File: config.mk
export PLATFORM = sky130hd
export DESIGN_NAME = one_wire_bus_master
export DESIGN_NICKNAME = d
export VERILOG_FILES = /design/src/hdl/owbm_pkg.sv /design/src/hdl/owbm_cfg.sv /design/src/hdl/owbm_seq.sv /design/src/hdl/one_wire_bus_master.sv
export VERILOG_INCLUDE_DIRS = /design/src /design/src/hdl
export SDC_FILE = /design/constraint.sdc
export NUM_CORES = 1
export LEC_CHECK = 0
export ABC_CLOCK_PERIOD_IN_PS = 4400
export BUFFER_PORTS_ARGS = -buffer_cell sky130_fd_sc_hd__buf_2
export CAP_MARGIN = 10
export CORE_UTILIZATION = 52
export DETAILED_ROUTE_END_ITERATION = 10
export GPL_TIMING_DRIVEN = 1
export PLACE_DENSITY = 0.8
export SYNTH_ARGS = -nofsm -noshare
export SYNTH_HDL_FRONTEND = slang
export SYNTH_SLANG_ARGS = --single-unit
File: constraint.sdc
create_clock -name clk_i -period 4.4 [get_ports clk_i]
set_clock_uncertainty 0.15 [all_clocks]
set_input_delay 0.88 -clock clk_i [delete_from_list [all_inputs] [get_ports clk_i]]
set_output_delay 0.88 -clock clk_i [all_outputs]
set_load 0.05 [all_outputs]
File: src/hdl/one_wire_bus_master_defines.svh
// ----------------------------------------------------------------------------
// one_wire_bus_master_defines
// assertion macros used by the one-wire bus master top level
// ----------------------------------------------------------------------------
`ifndef ONE_WIRE_BUS_MASTER_DEFINES_SVH
`define ONE_WIRE_BUS_MASTER_DEFINES_SVH

`ifndef SYNTHESIS
// clocked check, disabled while reset is asserted
`define OWBM_ASSERT(name, prop, msg) \
  name: assert property (@(posedge clk_i) disable iff (!rst_ni) prop) else $error(msg);
// clocked check, also active during reset
`define OWBM_ASSERT_ALWAYS(name, prop, msg) \
  name: assert property (@(posedge clk_i) prop) else $error(msg);
`else
`define OWBM_ASSERT(name, prop, msg)
`define OWBM_ASSERT_ALWAYS(name, prop, msg)
`endif

`endif

File: src/hdl/owbm_pkg.sv
// ----------------------------------------------------------------------------
// owbm_pkg
// types, codes and constants of the one-wire bus master
// ----------------------------------------------------------------------------
`timescale 1ns / 1ps

package owbm_pkg;

  localparam int CfgW            = 12;
  localparam int NumCfg          = 8;
  localparam int ApbDataW        = 32;
  localparam int ApbAddrW        = 5;
  localparam int TdataInW        = 16;
  localparam int TdataOutW       = 16;
  localparam int CounterWidthDef = 12;
  localparam int BitsW           = 4;
  localparam int ByteW           = 8;

  localparam logic [CfgW-1:0] ResetLowDef     = 12'd720;
  localparam logic [CfgW-1:0] PresenceWaitDef = 12'd50;
  localparam logic [CfgW-1:0] ResetTailDef    = 12'd250;
  localparam logic [CfgW-1:0] SlotLowDef      = 12'd5;
  localparam logic [CfgW-1:0] WriteHoldDef    = 12'd60;
  localparam logic [CfgW-1:0] ReadSampleDef   = 12'd5;
  localparam logic [CfgW-1:0] ReadTailDef     = 12'd45;
  localparam logic [CfgW-1:0] RecoveryDef     = 12'd5;

  localparam logic [BitsW-1:0] BitsOne  = 4'd1;
  localparam logic [BitsW-1:0] BitsByte = 4'd8;

  typedef enum logic [3:0] {
    PH_IDLE     = 4'd0,
    PH_RST_LOW  = 4'd1,
    PH_RST_WAIT = 4'd2,
    PH_RST_TAIL = 4'd3,
    PH_SLOT_LOW = 4'd4,
    PH_WR_HOLD  = 4'd5,
    PH_RD_WAIT  = 4'd6,
    PH_RD_TAIL  = 4'd7,
    PH_RECOVER  = 4'd8
  } phase_e;

  typedef enum logic [2:0] {
    OP_NONE    = 3'd0,
    OP_RESET   = 3'd1,
    OP_WR_BYTE = 3'd2,
    OP_RD_BYTE = 3'd3,
    OP_WR_BIT  = 3'd4,
    OP_RD_BIT  = 3'd5
  } op_e;

  typedef enum logic [2:0] {
    CFG_RESET_LOW     = 3'd0,
    CFG_PRESENCE_WAIT = 3'd1,
    CFG_RESET_TAIL    = 3'd2,
    CFG_SLOT_LOW      = 3'd3,
    CFG_WRITE_HOLD    = 3'd4,
    CFG_READ_SAMPLE   = 3'd5,
    CFG_READ_TAIL     = 3'd6,
    CFG_RECOVERY      = 3'd7
  } cfg_idx_e;

  typedef struct packed {
    logic [CfgW-1:0] reset_low;
    logic [CfgW-1:0] presence_wait;
    logic [CfgW-1:0] reset_tail;
    logic [CfgW-1:0] slot_low;
    logic [CfgW-1:0] write_hold;
    logic [CfgW-1:0] read_sample;
    logic [CfgW-1:0] read_tail;
    logic [CfgW-1:0] recovery;
  } cfg_t;

  typedef struct packed {
    logic             rejected;
    logic [ByteW-1:0] read_data;
    logic             presence;
    logic             done_res;
    logic             busy_res;
    logic             drive_low;
  } res_t;

endpackage

File: src/hdl/owbm_cfg.sv
// ----------------------------------------------------------------------------
// owbm_cfg
// phase length register file with write and read decode
// ----------------------------------------------------------------------------
`timescale 1ns / 1ps

module owbm_cfg (
  input  logic                          clk_i,
  input  logic                          rst_ni,
  input  logic                          wr_en_i,
  input  logic [owbm_pkg::ApbAddrW-1:0] addr_i,
  input  logic [owbm_pkg::ApbDataW-1:0] wdata_i,
  output logic [owbm_pkg::ApbDataW-1:0] rdata_o,
  output owbm_pkg::cfg_t                cfg_o
);
  import owbm_pkg::*;

  cfg_t            cfg_q;
  cfg_t            cfg_d;
  cfg_idx_e        idx;
  logic [CfgW-1:0] wval;
  logic [CfgW-1:0] rval;

  assign idx  = cfg_idx_e'(addr_i[ApbAddrW-1:2]);
  assign wval = wdata_i[CfgW-1:0];

  always_comb begin
    cfg_d = cfg_q;
    if (wr_en_i) begin
      case (idx)
        CFG_RESET_LOW:     cfg_d.reset_low     = wval;
        CFG_PRESENCE_WAIT: cfg_d.presence_wait = wval;
        CFG_RESET_TAIL:    cfg_d.reset_tail    = wval;
        CFG_SLOT_LOW:      cfg_d.slot_low      = wval;
        CFG_WRITE_HOLD:    cfg_d.write_hold    = wval;
        CFG_READ_SAMPLE:   cfg_d.read_sample   = wval;
        CFG_READ_TAIL:     cfg_d.read_tail     = wval;
        CFG_RECOVERY:      cfg_d.recovery      = wval;
        default:           cfg_d = cfg_q;
      endcase
    end
  end

  always_comb begin
    case (idx)
      CFG_RESET_LOW:     rval = cfg_q.reset_low;
      CFG_PRESENCE_WAIT: rval = cfg_q.presence_wait;
      CFG_RESET_TAIL:    rval = cfg_q.reset_tail;
      CFG_SLOT_LOW:      rval = cfg_q.slot_low;
      CFG_WRITE_HOLD:    rval = cfg_q.write_hold;
      CFG_READ_SAMPLE:   rval = cfg_q.read_sample;
      CFG_READ_TAIL:     rval = cfg_q.read_tail;
      CFG_RECOVERY:      rval = cfg_q.recovery;
      default:           rval = '0;
    endcase
  end

  assign rdata_o = ApbDataW'(rval);
  assign cfg_o   = cfg_q;

  always_ff @(posedge clk_i or negedge rst_ni) begin
    if (!rst_ni) begin
      cfg_q.reset_low     <= ResetLowDef;
      cfg_q.presence_wait <= PresenceWaitDef;
      cfg_q.reset_tail    <= ResetTailDef;
      cfg_q.slot_low      <= SlotLowDef;
      cfg_q.write_hold    <= WriteHoldDef;
      cfg_q.read_sample   <= ReadSampleDef;
      cfg_q.read_tail     <= ReadTailDef;
      cfg_q.recovery      <= RecoveryDef;
    end else begin
      cfg_q <= cfg_d;
    end
  end

endmodule

File: src/hdl/owbm_seq.sv
// ----------------------------------------------------------------------------
// owbm_seq
// one-wire phase sequencer, advanced by one tick per step
// ----------------------------------------------------------------------------
`timescale 1ns / 1ps

module owbm_seq #(
  parameter int CounterWidth = owbm_pkg::CounterWidthDef
) (
  input  logic                       clk_i,
  input  logic                       rst_ni,
  input  logic                       step_i,
  input  logic [2:0]                 op_i,
  input  logic [owbm_pkg::ByteW-1:0] data_i,
  input  logic                       line_i,
  input  owbm_pkg::cfg_t             cfg_i,
  output owbm_pkg::res_t             res_o,
  output logic                       idle_o
);
  import owbm_pkg::*;

  localparam int CmpW = (CounterWidth > CfgW) ? CounterWidth : CfgW;
  localparam logic [CmpW-1:0] MaxLen = CmpW'((64'd1 << CounterWidth) - 64'd1);

  phase_e                  phase_q, phase_d;
  logic [CounterWidth-1:0] cnt_q, cnt_d;
  logic [ByteW-1:0]        shift_q, shift_d;
  logic [BitsW-1:0]        bits_q, bits_d;
  logic [2:0]              kind_q, kind_d;
  logic                    pres_q, pres_d;
  logic [ByteW-1:0]        rdres_q, rdres_d;
  logic                    valid_op;

  // zero acts as one, long values clip to the counter range
  function automatic logic [CounterWidth-1:0] len_of(input logic [CfgW-1:0] v);
    logic [CmpW-1:0] w;
    w = CmpW'(v);
    if (w == '0) w = CmpW'(1);
    if (w > MaxLen) w = MaxLen;
    return w[CounterWidth-1:0];
  endfunction

  assign valid_op = (op_i >= OP_RESET) && (op_i <= OP_RD_BIT);

  always_comb begin
    phase_d = phase_q;
    cnt_d   = cnt_q;
    shift_d = shift_q;
    bits_d  = bits_q;
    kind_d  = kind_q;
    pres_d  = pres_q;
    rdres_d = rdres_q;
    res_o   = '0;
    if (step_i) begin
      if (phase_d == PH_IDLE) begin
        if (valid_op) begin
          kind_d = op_i;
          if (op_i == OP_RESET) begin
            phase_d = PH_RST_LOW;
            cnt_d   = len_of(cfg_i.reset_low);
          end else begin
            bits_d = ((op_i == OP_WR_BIT) || (op_i == OP_RD_BIT)) ? BitsOne : BitsByte;
            if ((op_i == OP_RD_BYTE) || (op_i == OP_RD_BIT)) begin
              shift_d = '0;
            end else if (op_i == OP_WR_BIT) begin
              shift_d = {{(ByteW-1){1'b0}}, data_i[0]};
            end else begin
              shift_d = data_i;
            end
            phase_d = PH_SLOT_LOW;
            cnt_d   = len_of(cfg_i.slot_low);
          end
        end
      end else if (valid_op) begin
        res_o.rejected = 1'b1;
      end

      if (phase_d != PH_IDLE) begin
        res_o.busy_res  = 1'b1;
        res_o.drive_low = (phase_d == PH_RST_LOW) || (phase_d == PH_SLOT_LOW) ||
                          ((phase_d == PH_WR_HOLD) && !shift_d[0]);
        cnt_d = cnt_d - CounterWidth'(1);
        if (cnt_d == '0) begin
          case (phase_d)
            PH_RST_LOW: begin
              phase_d = PH_RST_WAIT;
              cnt_d   = len_of(cfg_i.presence_wait);
            end
            PH_RST_WAIT: begin
              pres_d  = !line_i;
              phase_d = PH_RST_TAIL;
              cnt_d   = len_of(cfg_i.reset_tail);
            end
            PH_RST_TAIL: begin
              phase_d        = PH_IDLE;
              res_o.done_res = 1'b1;
            end
            PH_SLOT_LOW: begin
              if ((kind_d == OP_RD_BYTE) || (kind_d == OP_RD_BIT)) begin
                phase_d = PH_RD_WAIT;
                cnt_d   = len_of(cfg_i.read_sample);
              end else begin
                phase_d = PH_WR_HOLD;
                cnt_d   = len_of(cfg_i.write_hold);
              end
            end
            PH_WR_HOLD: begin
              phase_d = PH_RECOVER;
              cnt_d   = len_of(cfg_i.recovery);
            end
            PH_RD_WAIT: begin
              if (kind_d == OP_RD_BIT) begin
                shift_d = {{(ByteW-1){1'b0}}, line_i};
              end else begin
                shift_d = {line_i, shift_d[ByteW-1:1]};
              end
              phase_d = PH_RD_TAIL;
              cnt_d   = len_of(cfg_i.read_tail);
            end
            PH_RD_TAIL: begin
              phase_d = PH_RECOVER;
              cnt_d   = len_of(cfg_i.recovery);
            end
            PH_RECOVER: begin
              if (!((kind_d == OP_RD_BYTE) || (kind_d == OP_RD_BIT))) begin
                shift_d = {1'b0, shift_d[ByteW-1:1]};
              end
              bits_d = bits_d - BitsW'(1);
              if (bits_d == '0) begin
                if ((kind_d == OP_RD_BYTE) || (kind_d == OP_RD_BIT)) rdres_d = shift_d;
                phase_d        = PH_IDLE;
                res_o.done_res = 1'b1;
              end else begin
                phase_d = PH_SLOT_LOW;
                cnt_d   = len_of(cfg_i.slot_low);
              end
            end
            default: phase_d = PH_IDLE;
          endcase
        end
      end
      res_o.presence  = pres_d;
      res_o.read_data = rdres_d;
    end
  end

  assign idle_o = (phase_q == PH_IDLE);

  always_ff @(posedge clk_i or negedge rst_ni) begin
    if (!rst_ni) begin
      phase_q <= PH_IDLE;
      cnt_q   <= '0;
      shift_q <= '0;
      bits_q  <= '0;
      kind_q  <= OP_NONE;
      pres_q  <= 1'b0;
      rdres_q <= '0;
    end else begin
      phase_q <= phase_d;
      cnt_q   <= cnt_d;
      shift_q <= shift_d;
      bits_q  <= bits_d;
      kind_q  <= kind_d;
      pres_q  <= pres_d;
      rdres_q <= rdres_d;
    end
  end

endmodule

File: src/hdl/one_wire_bus_master.sv
// ----------------------------------------------------------------------------
// one_wire_bus_master
// one-wire bus master stepped, while m_axis does not stall, by one tick word per cycle
// ----------------------------------------------------------------------------
// channel   dir  handshake                  word
// s_axis    in   tvalid / tready            one tick: operation, data, line
// m_axis    out  tvalid / tready            one result per tick word
// apb       in   psel / penable / pready    phase length registers
//
// one tick word per cycle; each word is applied to the phase sequencer in the
// cycle it is taken and its result lands in the output register on that edge
// the output register is the only stage: a new word is taken while the held
// result is being taken, so a stall on m_axis stalls s_axis in the same cycle
// reset clears the sequencer and the output valid flag and loads the default
// phase lengths
// ----------------------------------------------------------------------------
`timescale 1ns / 1ps
`include "one_wire_bus_master_defines.svh"

module one_wire_bus_master #(
  parameter int COUNTER_WIDTH = owbm_pkg::CounterWidthDef
) (
  input  logic                           clk_i,
  input  logic                           rst_ni,
  input  logic                           s_axis_tvalid,
  output logic                           s_axis_tready,
  // [2:0] operation, [10:3] data, [11] line_level, [15:12] zero
  input  logic [owbm_pkg::TdataInW-1:0]  s_axis_tdata,
  output logic                           m_axis_tvalid,
  input  logic                           m_axis_tready,
  // [0] drive_low, [1] busy_res, [2] done_res, [3] presence,
  // [11:4] read_data, [12] rejected, [15:13] zero
  output logic [owbm_pkg::TdataOutW-1:0] m_axis_tdata,
  input  logic                           psel,
  input  logic                           penable,
  input  logic                           pwrite,
  input  logic [owbm_pkg::ApbAddrW-1:0]  paddr,
  input  logic [owbm_pkg::ApbDataW-1:0]  pwdata,
  output logic [owbm_pkg::ApbDataW-1:0]  prdata,
  output logic                           pready
);
  import owbm_pkg::*;

  cfg_t                 cfg;
  res_t                 res;
  logic                 s_accept;
  logic                 seq_idle;
  logic                 m_valid_q, m_valid_d;
  logic [TdataOutW-1:0] m_data_q, m_data_d;

  assign pready        = 1'b1;
  assign s_axis_tready = !m_valid_q || m_axis_tready;
  assign s_accept      = s_axis_tvalid && s_axis_tready;

  owbm_cfg u_cfg (
    .clk_i   (clk_i),
    .rst_ni  (rst_ni),
    .wr_en_i (psel && penable && pwrite && pready),
    .addr_i  (paddr),
    .wdata_i (pwdata),
    .rdata_o (prdata),
    .cfg_o   (cfg)
  );

  owbm_seq #(
    .CounterWidth (COUNTER_WIDTH)
  ) u_seq (
    .clk_i  (clk_i),
    .rst_ni (rst_ni),
    .step_i (s_accept),
    .op_i   (s_axis_tdata[2:0]),
    .data_i (s_axis_tdata[10:3]),
    .line_i (s_axis_tdata[11]),
    .cfg_i  (cfg),
    .res_o  (res),
    .idle_o (seq_idle)
  );

  always_comb begin
    m_valid_d = m_valid_q;
    m_data_d  = m_data_q;
    if (s_accept) begin
      m_valid_d = 1'b1;
      m_data_d  = TdataOutW'(res);
    end else if (m_axis_tready) begin
      m_valid_d = 1'b0;
    end
  end

  always_ff @(posedge clk_i or negedge rst_ni) begin
    if (!rst_ni) begin
      m_valid_q <= 1'b0;
    end else begin
      m_valid_q <= m_valid_d;
    end
  end

  always_ff @(posedge clk_i) begin
    m_data_q <= m_data_d;
  end

  assign m_axis_tvalid = m_valid_q;
  assign m_axis_tdata  = m_data_q;

  // a word that ends a command leaves the sequencer idle for the next one
  `OWBM_ASSERT(a_done_then_idle, (s_accept && res.done_res) |=> seq_idle, "done did not return to idle")
  // a command is only refused while one is in progress
  `OWBM_ASSERT(a_reject_when_busy, (s_accept && res.rejected) |-> !seq_idle, "rejected while idle")
  // the bus is only pulled low during a command
  `OWBM_ASSERT(a_drive_needs_busy, (m_valid_q && m_data_q[0]) |-> m_data_q[1], "drive low while not busy")
  // nothing is held for output straight out of reset
  `OWBM_ASSERT_ALWAYS(a_reset_empty, !rst_ni |=> !m_valid_q || rst_ni, "output valid after reset")

endmodule

==> reports/qor.csv, run 1 <==
stage,metric,value,unit
floorplanning,die area,0.0182,mm²
power_and_ir_drop,PwrDens,530,mW/mm²
sta,setup TNS,0,ns
synthesis,Post-synth EDFFs,13,
floorplanning,die height,135,µm
global_route,largest net degree at the start of global routing,62,
sta,Max Slew Vio Count,0,
power_and_ir_drop,switching pwr,2.17,mW
placement,post-DP HPWL,18200,µm
power_and_ir_drop,power share of the combinational group,36.6,%
sta,RSZ-0062 raised after global routing,no,
global_route,vias in the first global route,7663,
critical_path,Critical Path Sink Type,register,
synthesis,synth unique cells,77,
power_and_ir_drop,Clock power frac,26.6,%
synthesis,register area share after synthesis,41.8,%
sta,setup ws final,0.0883,ns
clock_network,clk slew on worst S/H paths,0.07,ns
detailed_routing,First-pass DRT Iterations,6,
detailed_routing,initial DRC count,946,
synthesis,Synth Cell Area,0.00921,mm²
hold_path,worst min path class,primary input to asynchronous set/reset pin,
placement,placed insts,1216,
power_and_ir_drop,Overall Power,5.55,mW
synthesis,Synth Area per Inst,9.83,µm²
critical_path,Critical Path Source Type,register,
placement,Setup WS pre-CTS,-0.0935,ns
critical_path,worst-path fanout max,7,
critical_path,R2R depth,12,
clock_network,H-tree levels,4,
power_and_ir_drop,"IR drop worst, VDD",0.369,mV
detailed_routing,Routed Antenna Nets,0,
layout,antenna diode count,0,
global_route,initial antenna violation count,0,
sta,final setup vio count,0,
global_route,first-pass GRT wire length,42200,µm
detailed_routing,Vias/cell,6.50,
power_and_ir_drop,switching part of the total,39.0,%
critical_path,crit path from,u_cfg.cfg_o[53],
layout,layout cell share with drive strength beyond 1,31.7,%
critical_path,crit path max-delay cell type,nor4_1,
status,run status,completed,
critical_path,worst path cell trace,"nor4_1, a311oi_1, nor3_1, a21oi_1, ha_1, xnor2_1, nand2_1, or4_1, a21o_1, buf_4, o31ai_1, a31oi_1",
floorplanning,Row Count,48,
global_route,GRT Util Overall,30.0,%
critical_path,kind of critical path,register to register,
placement,input/output buffers,60,
synthesis,Syn Inst Count,937,
clock_network,Clock Tree Root,clkbuf_16,
synthesis,"FF+latch count, synth",150,
placement,GPL Wtd Cong,0.937,
clock_network,total CTS buffers,17,
floorplanning,I/O Pins,111,
clock_network,# clock sinks,150,
critical_path,R2R Path Start,u_cfg.cfg_o[53],
critical_path,crit path DAT,4.45,ns
clock_network,latest clock arrival within the worst-skew pair,0.43,ns
sta,worst relative slew slack,43.0,%
global_route,gr ovfl total,0,
sta,final hold vios,0,
layout,Post-Layout Cell Count,1248,
critical_path,worst r2r dst,u_seq.cnt_q[1],
floorplanning,Core Box Area,0.0173,mm²
synthesis,YS warnings,0,
power_and_ir_drop,Power Internal,3.38,mW
critical_path,Worst Setup EP,u_seq.cnt_q[1],
critical_path,Register-to-Register Setup Slack,0.09,ns
floorplanning,Die Width,135,µm
clock_network,Clock Path Buffers,2,
floorplanning,Starting Density,53.2,%
sta,Final Cycle Share,98.0,%
sta,fmax,232,MHz
power_and_ir_drop,leak pwr,4.43,nW
critical_path,worst endpoint required time,4.54,ns
clock_network,hold buffer count at cts,0,
detailed_routing,WL/cell,21.0,µm
layout,final net count,1074,
detailed_routing,vias,8117,
synthesis,asr flop ratio synth,91.3,%
sta,crit path time final,4.31,ns
clock_network,post-cts gate resize count,0,
detailed_routing,DRC viols,0,
flow_run,MaxCap Viol Count,0,
critical_path,CP peak stage delay,0.62,ns
clock_network,TritonCTS clock tree,built,
clock_network,Post-CTS Setup Bufs,0,
detailed_routing,final wirelength,26200,µm
sta,Slew @ Worst Pin,0.846,ns
layout,Area growth syn-to-layout,13.6,%
power_and_ir_drop,Flop pwr share,36.8,%
synthesis,top_reg_cell synth,dfrtp_1,
-- kinds of logic (layout without fill, tap and decap cells) --
family          after synthesis  after routing  share of synthesized area [%]
compound gates              239            239                           17.6
flops                       150            150                           41.8
mux                         153            153                           19.0
fa+ha+maj                     4              4                          0.543
other cells                   2             24                         0.0816
simple gates                272            272                           14.0
buf+inv                     105            169                           5.65
xor+xnor                     12             12                           1.14
-- cell usage in the layout (no fill, tap or decap), types with 5 or more instances in the layout --
cell type / netlist / final
a311oi_1: 5 / 5
clkbuf_16: 0 / 17
dfstp_2: 27 / 27
nand3_1: 13 / 13
mux2i_1: 23 / 23
a221oi_1: 17 / 17
a32oi_1: 11 / 11
buf_4: 26 / 58
conb_1: 2 / 24
or3_1: 5 / 5
inv_6: 0 / 5
edfxtp_1: 13 / 13
o21ai_0: 64 / 64
xnor2_1: 8 / 8
inv_1: 18 / 18
nor4_1: 22 / 21
a21oi_1: 41 / 41
a31oi_1: 9 / 9
o21a_1: 10 / 10
nor3_1: 22 / 22
o31ai_1: 8 / 8
nor2b_1: 5 / 5
dfrtp_1: 110 / 110
nand2b_1: 5 / 5
nand2_1: 101 / 101
o22ai_1: 14 / 14
a221o_1: 7 / 7
nor2_1: 72 / 72
and3_1: 6 / 6
mux2_2: 123 / 123
buf_2: 5 / 59
and2_1: 5 / 5
-- worst min-delay path by stage --
| stage | endpoint |
|---|---|
| 2_1_floorplan | u_seq.shift_q[0] |
| 5_1_grt | u_cfg.cfg_o[89] |
| 4_1_cts | u_cfg.cfg_o[95] |
| 6_report | u_cfg.cfg_o[89] |
| 3_5_place_dp | u_seq.shift_q[0] |
| 3_3_place_gp | u_seq.shift_q[0] |
-- synth_stat cells (6+ instances only) --
library cell / number / area (µm²)
edfxtp_1: 13 / 390
inv_1: 18 / 67.6
o21ai_0: 64 / 320
o31ai_1: 8 / 60.1
nand3_1: 13 / 65.1
clkbuf_1: 48 / 180
a31oi_1: 9 / 56.3
xnor2_1: 8 / 70.1
and3_1: 6 / 37.5
nand2_1: 101 / 379
mux2_2: 123 / 1390
a32oi_1: 11 / 96.3
buf_4: 26 / 195
a21oi_1: 41 / 205
a221oi_1: 17 / 149
nor3_1: 22 / 110
o21a_1: 10 / 75.1
dfstp_2: 27 / 709
mux2i_1: 23 / 230
nor4_1: 22 / 138
dfrtp_1: 110 / 2750
o22ai_1: 14 / 87.6
a221o_1: 7 / 70.1
nor2_1: 72 / 270
-- critical path, delay by kind of cell, from the launching register on --
family | cells | cell delay [ns]
AO/OA/AOI/OAI | 5 | 1.14
XOR/XNOR | 1 | 0.17
adder cells (fa/ha/maj) | 1 | 0.29
buffers and inverters | 1 | 0.19
flip-flops | 1 | 0.45
AND/OR/NAND/NOR | 4 | 1.79
-- state kept, by name (all words and copies together), names as in the netlist --
signal	flops
u_seq.rdres_q	8
u_seq.cnt_q	12
u_seq.phase_q	4
u_seq.bits_q	4
m_axis_tvalid	1
u_seq.kind_q	3
u_seq.shift_q	8
u_seq.pres_q	1
m_axis_tdata	13
u_cfg.cfg_o	96
-- metal layers --
| metal | track usage [%] | vias up | routed length (µm) |
|---|---|---|---|
| met2 | 45.5 | 550 | 12100 |
| met1 | 41.2 | 3892 | 10700 |
| li1 | - | 3585 | - |
| met3 | 5.59 | 90 | 2350 |
| met4 | 14.5 | 0 | 1030 |
| met5 | 0 | - | 0 |
-- stage by stage --
step	instance area (µm²)	hold WS, ns	utilization [%]
after floorplan	9290	0.311	-
after global placement	9870	0.327	57.1
after detailed placement	9870	0.333	57.1
after CTS	10500	0.310	60.5
after global routing	10500	0.325	60.5
final	10500	0.299	60.5
-- power by group through the flow --
stage / clock [mW] / sequential [mW] / combinational (mW)
after floorplan: 0 / 1.97 / 1.44
after global placement: 0 / 2.04 / 1.91
after detailed placement: 0 / 2.05 / 1.96
after CTS: 1.49 / 2.03 / 1.99
after global routing: 1.54 / 2.08 / 2.20
final: 1.48 / 2.04 / 2.03
-- final cells by class --
class                           instances  area [µm²]
Tap cell                              225         282
Inverter                               19        71.3
Fill cell                            1411        6830
Sequential cell                       150        3850
Clock inverter                         12         135
Multi-Input combinational cell        704        4920
Timing Repair Buffer                  118         742
Clock buffer                           20         457
Power figures use the tool's default switching activity.
==> run 2, diff against run 1 <==
- CORE_UTILIZATION: 52 -> 59
- PLACE_DENSITY: 0.8 -> 0.88
==> reports/qor.csv, run 2 (synthesized netlist as in run 1, its figures left out) <==
stage,metric,value,unit
clock_network,Clock Path Buffers,2,
hold_path,worst hold start,u_seq.shift_q[4],
clock_network,Clock Tree Root,clkbuf_16,
floorplanning,Die Width,127,µm
detailed_routing,vias,8291,
sta,setup ws final,0.292,ns
clock_network,H-tree levels,4,
detailed_routing,initial DRC count,1126,
sta,fmax,243,MHz
critical_path,worst r2r dst,m_axis_tdata[7],
clock_network,# clock sinks,150,
critical_path,worst-path fanout max,12,
power_and_ir_drop,"IR drop worst, VDD",0.456,mV
clock_network,total CTS buffers,17,
sta,final hold vios,0,
sta,final setup vio count,0,
clock_network,post-cts gate resize count,0,
power_and_ir_drop,Overall Power,5.62,mW
placement,GPL Wtd Cong,0.950,
detailed_routing,First-pass DRT Iterations,6,
placement,Setup WS pre-CTS,-0.0280,ns
critical_path,Critical Path Source Type,register,
detailed_routing,Vias/cell,6.87,
clock_network,Post-CTS Setup Bufs,0,
clock_network,latest clock arrival within the worst-skew pair,0.43,ns
floorplanning,die area,0.0161,mm²
layout,Area growth syn-to-layout,13.2,%
clock_network,clk slew on worst S/H paths,0.07,ns
layout,final net count,1069,
power_and_ir_drop,switching pwr,2.15,mW
detailed_routing,Routed Antenna Nets,0,
critical_path,Critical Path Sink Type,register,
sta,crit path time final,4.11,ns
power_and_ir_drop,PwrDens,539,mW/mm²
layout,max reg flops,96,
power_and_ir_drop,Clock power frac,27.8,%
power_and_ir_drop,Power Internal,3.47,mW
placement,post-DP HPWL,17900,µm
power_and_ir_drop,switching part of the total,38.3,%
layout,"commonest non-fill, non-tap cell in the layout",mux2_2,
flow_run,MaxCap Viol Count,0,
detailed_routing,final wirelength,26300,µm
global_route,largest net degree at the start of global routing,109,
floorplanning,Starting Density,60.6,%
floorplanning,Core Box Area,0.0152,mm²
power_and_ir_drop,leak pwr,4.42,nW
sta,RSZ-0062 raised after global routing,no,
critical_path,worst endpoint required time,4.43,ns
hold_path,worst min path class,register to register,
layout,antenna diode count,0,
sta,Max Slew Vio Count,0,
floorplanning,I/O Pins,111,
critical_path,kind of critical path,register to register,
layout,fin area,0.0104,mm²
critical_path,R2R depth,12,
detailed_routing,WL/cell,21.8,µm
hold_path,hold path endpoint,u_seq.shift_q[4],
placement,DP Area,0.00979,mm²
status,run status,completed,
critical_path,crit path DAT,4.14,ns
layout,"commonest non-fill, non-tap cells in the layout","123 x mux2_2, 110 x dfrtp_1, 101 x nand2_1",
layout,layout cell share with drive strength beyond 1,31.3,%
clock_network,hold buffer count at cts,0,
detailed_routing,DRC viols,0,
sta,worst relative slew slack,29.4,%
clock_network,TritonCTS clock tree,built,
sta,Slew @ Worst Pin,1.06,ns
floorplanning,die height,127,µm
power_and_ir_drop,Flop pwr share,36.9,%
sta,Final Cycle Share,93.4,%
global_route,vias in the first global route,7874,
global_route,GRT Util Overall,33.7,%
global_route,gr ovfl total,0,
floorplanning,Row Count,45,
critical_path,R2R Path Start,u_seq.phase_q[0],
global_route,first-pass GRT wire length,41900,µm
critical_path,Register-to-Register Setup Slack,0.29,ns
hold_path,Hold Path Depth,2,
power_and_ir_drop,power share of the combinational group,35.3,%
placement,input/output buffers,60,
global_route,initial antenna violation count,0,
[run 2: cell count changes in the layout (fill, tap and decap cells not counted), sizes merged]
cell    change
inv         -3
buf         -5
bufinv      +2
clkinv      +1
[run 2: layer usage]
| metal | vias up | routed length [µm] | track usage [%] |
|---|---|---|---|
| met1 | 4007 | 10100 | 43.3 |
| met4 | 0 | 1190 | 18.1 |
| met5 | - | 0 | 0 |
| met2 | 582 | 12500 | 53.3 |
| met3 | 109 | 2550 | 7.38 |
| li1 | 3593 | - | - |
[run 2: per-stage QoR]
stage	util (%)	setup TNS (ns)	hold WS, ns	cells
floorplan	-	0	0.311	959
global placement	64.4	0	0.325	1174
detailed placement	64.4	-0.0345	0.335	1174
CTS	68.5	0	0.352	1206
global route	68.6	0	0.384	1206
finish	68.6	0	0.351	1206
[run 2: worst max-delay path by stage]
| stage | cells after the start | slack, ns | startpoint | to |
|---|---|---|---|---|
| 6_report | 12 | 0.29 | u_seq.phase_q[0] | m_axis_tdata[7] |
| 2_1_floorplan | 12 | 0.1 | s_axis_tdata[1] | m_axis_tdata[10] |
| 3_3_place_gp | 12 | 0.05 | s_axis_tdata[0] | u_seq.shift_q[2] |
| 4_1_cts | 11 | 0.22 | u_seq.phase_q[0] | u_seq.shift_q[6] |
| 5_1_grt | 12 | 0.07 | u_seq.phase_q[0] | u_seq.phase_q[0] |
| 3_5_place_dp | 12 | -0.03 | s_axis_tdata[0] | u_seq.shift_q[6] |
[run 2: final cells by class]
cell class / instances / area, µm²
well taps: 188 / 235
inverters: 19 / 71.3
repair buffers: 113 / 704
clock buffers: 20 / 458
flip-flops and latches: 150 / 3850
fillers: 1116 / 4780
multi-input cells: 704 / 4940
clock inverters: 12 / 166
[run 2: power groups by stage]
stage / registers (mW) / clock network (mW) / logic, mW
after CTS: 2.05 / 1.56 / 1.94
final: 2.07 / 1.56 / 1.99
after global routing: 2.10 / 1.61 / 2.13
after detailed placement: 2.06 / 0 / 1.91
after global placement: 2.05 / 0 / 1.85
after floorplan: 1.97 / 0 / 1.44
[run 2: critical path, stage by stage (launching register included)]
cell	delay, ns
dfrtp_1	0.52
or4_1	0.72
nor2_2	0.30
nand2_1	0.08
o21ai_0	0.16
ha_1	0.29
nand4_2	0.17
a2111oi_2	0.38
o21ai_1	0.18
a21oi_2	0.26
nand3_1	0.16
buf_4	0.19
mux2_2	0.29
==> run 3, diff against run 2 <==
- CORE_UTILIZATION: 59 -> 50
- PLACE_DENSITY: 0.88 -> 0.77
==> reports/qor.csv, run 3 (synthesized netlist as in run 1, its figures left out) <==
stage,metric,value,unit
status,run status,completed,
clock_network,TritonCTS clock tree,built,
power_and_ir_drop,PwrDens,524,mW/mm²
detailed_routing,WL/cell,20.6,µm
placement,post-DP HPWL,18200,µm
layout,final net count,1072,
sta,final hold vios,0,
sta,Slew @ Worst Pin,0.907,ns
floorplanning,die area,0.0190,mm²
clock_network,total CTS buffers,17,
floorplanning,Row Count,49,
detailed_routing,Routed Antenna Nets,0,
sta,worst relative slew slack,39.5,%
global_route,initial antenna violation count,0,
clock_network,Clock Path Buffers,2,
placement,GPL Wtd Cong,0.927,
hold_path,Hold Path Depth,1,
sta,Max Slew Vio Count,0,
layout,"commonest non-fill, non-tap cell in the layout",mux2_2,
sta,Final Cycle Share,94.0,%
critical_path,Critical Path Source Type,primary input,
power_and_ir_drop,Overall Power,5.49,mW
detailed_routing,final wirelength,25800,µm
critical_path,Critical Path Sink Type,register,
sta,final setup vio count,0,
critical_path,Register-to-Register Setup Slack,0.27,ns
placement,placed insts,1218,
critical_path,crit path DAT,4.32,ns
layout,max reg flops,96,
detailed_routing,Vias/cell,6.41,
power_and_ir_drop,leak pwr,4.42,nW
floorplanning,die height,138,µm
detailed_routing,vias,8011,
layout,Area growth syn-to-layout,13.9,%
global_route,first-pass GRT wire length,41100,µm
global_route,largest net degree at the start of global routing,91,
global_route,gr ovfl total,0,
flow_run,MaxCap Viol Count,0,
clock_network,# clock sinks,150,
layout,Post-Layout Cell Count,1250,
sta,fmax,242,MHz
critical_path,worst-path fanout max,10,
critical_path,R2R Path Start,u_seq.phase_q[0],
global_route,GRT Util Overall,28.7,%
layout,layout cell share with drive strength beyond 1,31.7,%
critical_path,R2R depth,13,
detailed_routing,First-pass DRT Iterations,6,
sta,crit path time final,4.14,ns
clock_network,Post-CTS Setup Bufs,0,
global_route,vias in the first global route,7537,
floorplanning,Die Width,138,µm
floorplanning,Core Box Area,0.0180,mm²
layout,# fillers,1525,
detailed_routing,initial DRC count,816,
detailed_routing,DRC viols,0,
layout,antenna diode count,0,
clock_network,Clock Tree Root,clkbuf_16,
hold_path,hold path endpoint,u_seq.rdres_q[4],
floorplanning,Starting Density,51.1,%
floorplanning,I/O Pins,111,
critical_path,crit path from,s_axis_tdata[1],
power_and_ir_drop,"IR drop worst, VDD",0.349,mV
clock_network,clk slew on worst S/H paths,0.06,ns
clock_network,latest clock arrival within the worst-skew pair,0.43,ns
sta,Worst Hold Margin,0.360,ns
clock_network,H-tree levels,4,
layout,"commonest non-fill, non-tap cells in the layout","123 x mux2_2, 110 x dfrtp_1, 101 x nand2_1",
hold_path,worst min path class,register to register,
critical_path,worst endpoint required time,4.58,ns
critical_path,worst r2r dst,u_seq.cnt_q[11],
hold_path,worst hold start,u_seq.rdres_q[4],
sta,RSZ-0062 raised after global routing,no,
placement,input/output buffers,60,
critical_path,kind of critical path,primary input to register,
## run 3: metrics by stage
step                TNS (ns)  util (%)  area, µm²  setup WS, ns
floorplan                  0         -       9290        0.0993
global placement           0      54.9       9900        0.0223
detailed placement     -1.24      54.9       9900        -0.102
global route               0      58.2      10500        0.0266
CTS                        0      58.1      10500         0.194
finish                     0      58.2      10500         0.262
## run 3: final cells by class
cell class              instances  area [µm²]  area share, %
multi-input cells             704        4940           47.1
flip-flops and latches        150        3850           36.7
repair buffers                116         764           7.29
clock buffers                  18         439           4.19
well taps                     229         287           2.73
clock inverters                14         138           1.31
inverters                      19        71.3          0.680
## run 3: worst max-delay path by stage
stage                            end  slack [ns]  cells past startpoint
finish               u_seq.cnt_q[11]        0.26                     14
global route          u_seq.cnt_q[5]        0.03                     13
CTS                 u_seq.shift_q[1]        0.19                     12
detailed placement   u_seq.cnt_q[11]       -0.10                     14
global placement     m_axis_tdata[5]        0.02                     14
floorplan           m_axis_tdata[10]         0.1                     12
## run 3: where the power goes
group / leakage (nW) / internal (mW) / total, mW / switching (mW)
registers: 1.78 / 1.72 / 2.05 / 0.332
clock network: 0.278 / 0.807 / 1.44 / 0.630
logic: 2.37 / 0.824 / 2.00 / 1.18
## run 3: layer usage
metal / track usage, % / vias to the layer above / wire (µm)
met5: 0 / - / 0
met4: 11.5 / 0 / 805
met3: 5.78 / 73 / 2150
met2: 45.4 / 444 / 12200
met1: 38.5 / 3902 / 10600
li1: - / 3592 / -
## run 3: critical path, stage by stage
cell	delay, ns
buf_2	0.16
or3_1	0.43
nand3_2	0.26
nor3_1	0.15
a21oi_1	0.27
ha_1	0.25
buf_4	0.15
nand4_2	0.14
a2111oi_2	0.37
o21ai_1	0.17
a21o_1	0.29
buf_4	0.21
o311a_1	0.34
a211oi_1	0.23
## run 3: repair_timing
item                                    in CTS  in global routing
gates resized for setup                      0                  2
endpoints found under the setup margin       0                  7
hold buffers                                 0                  0
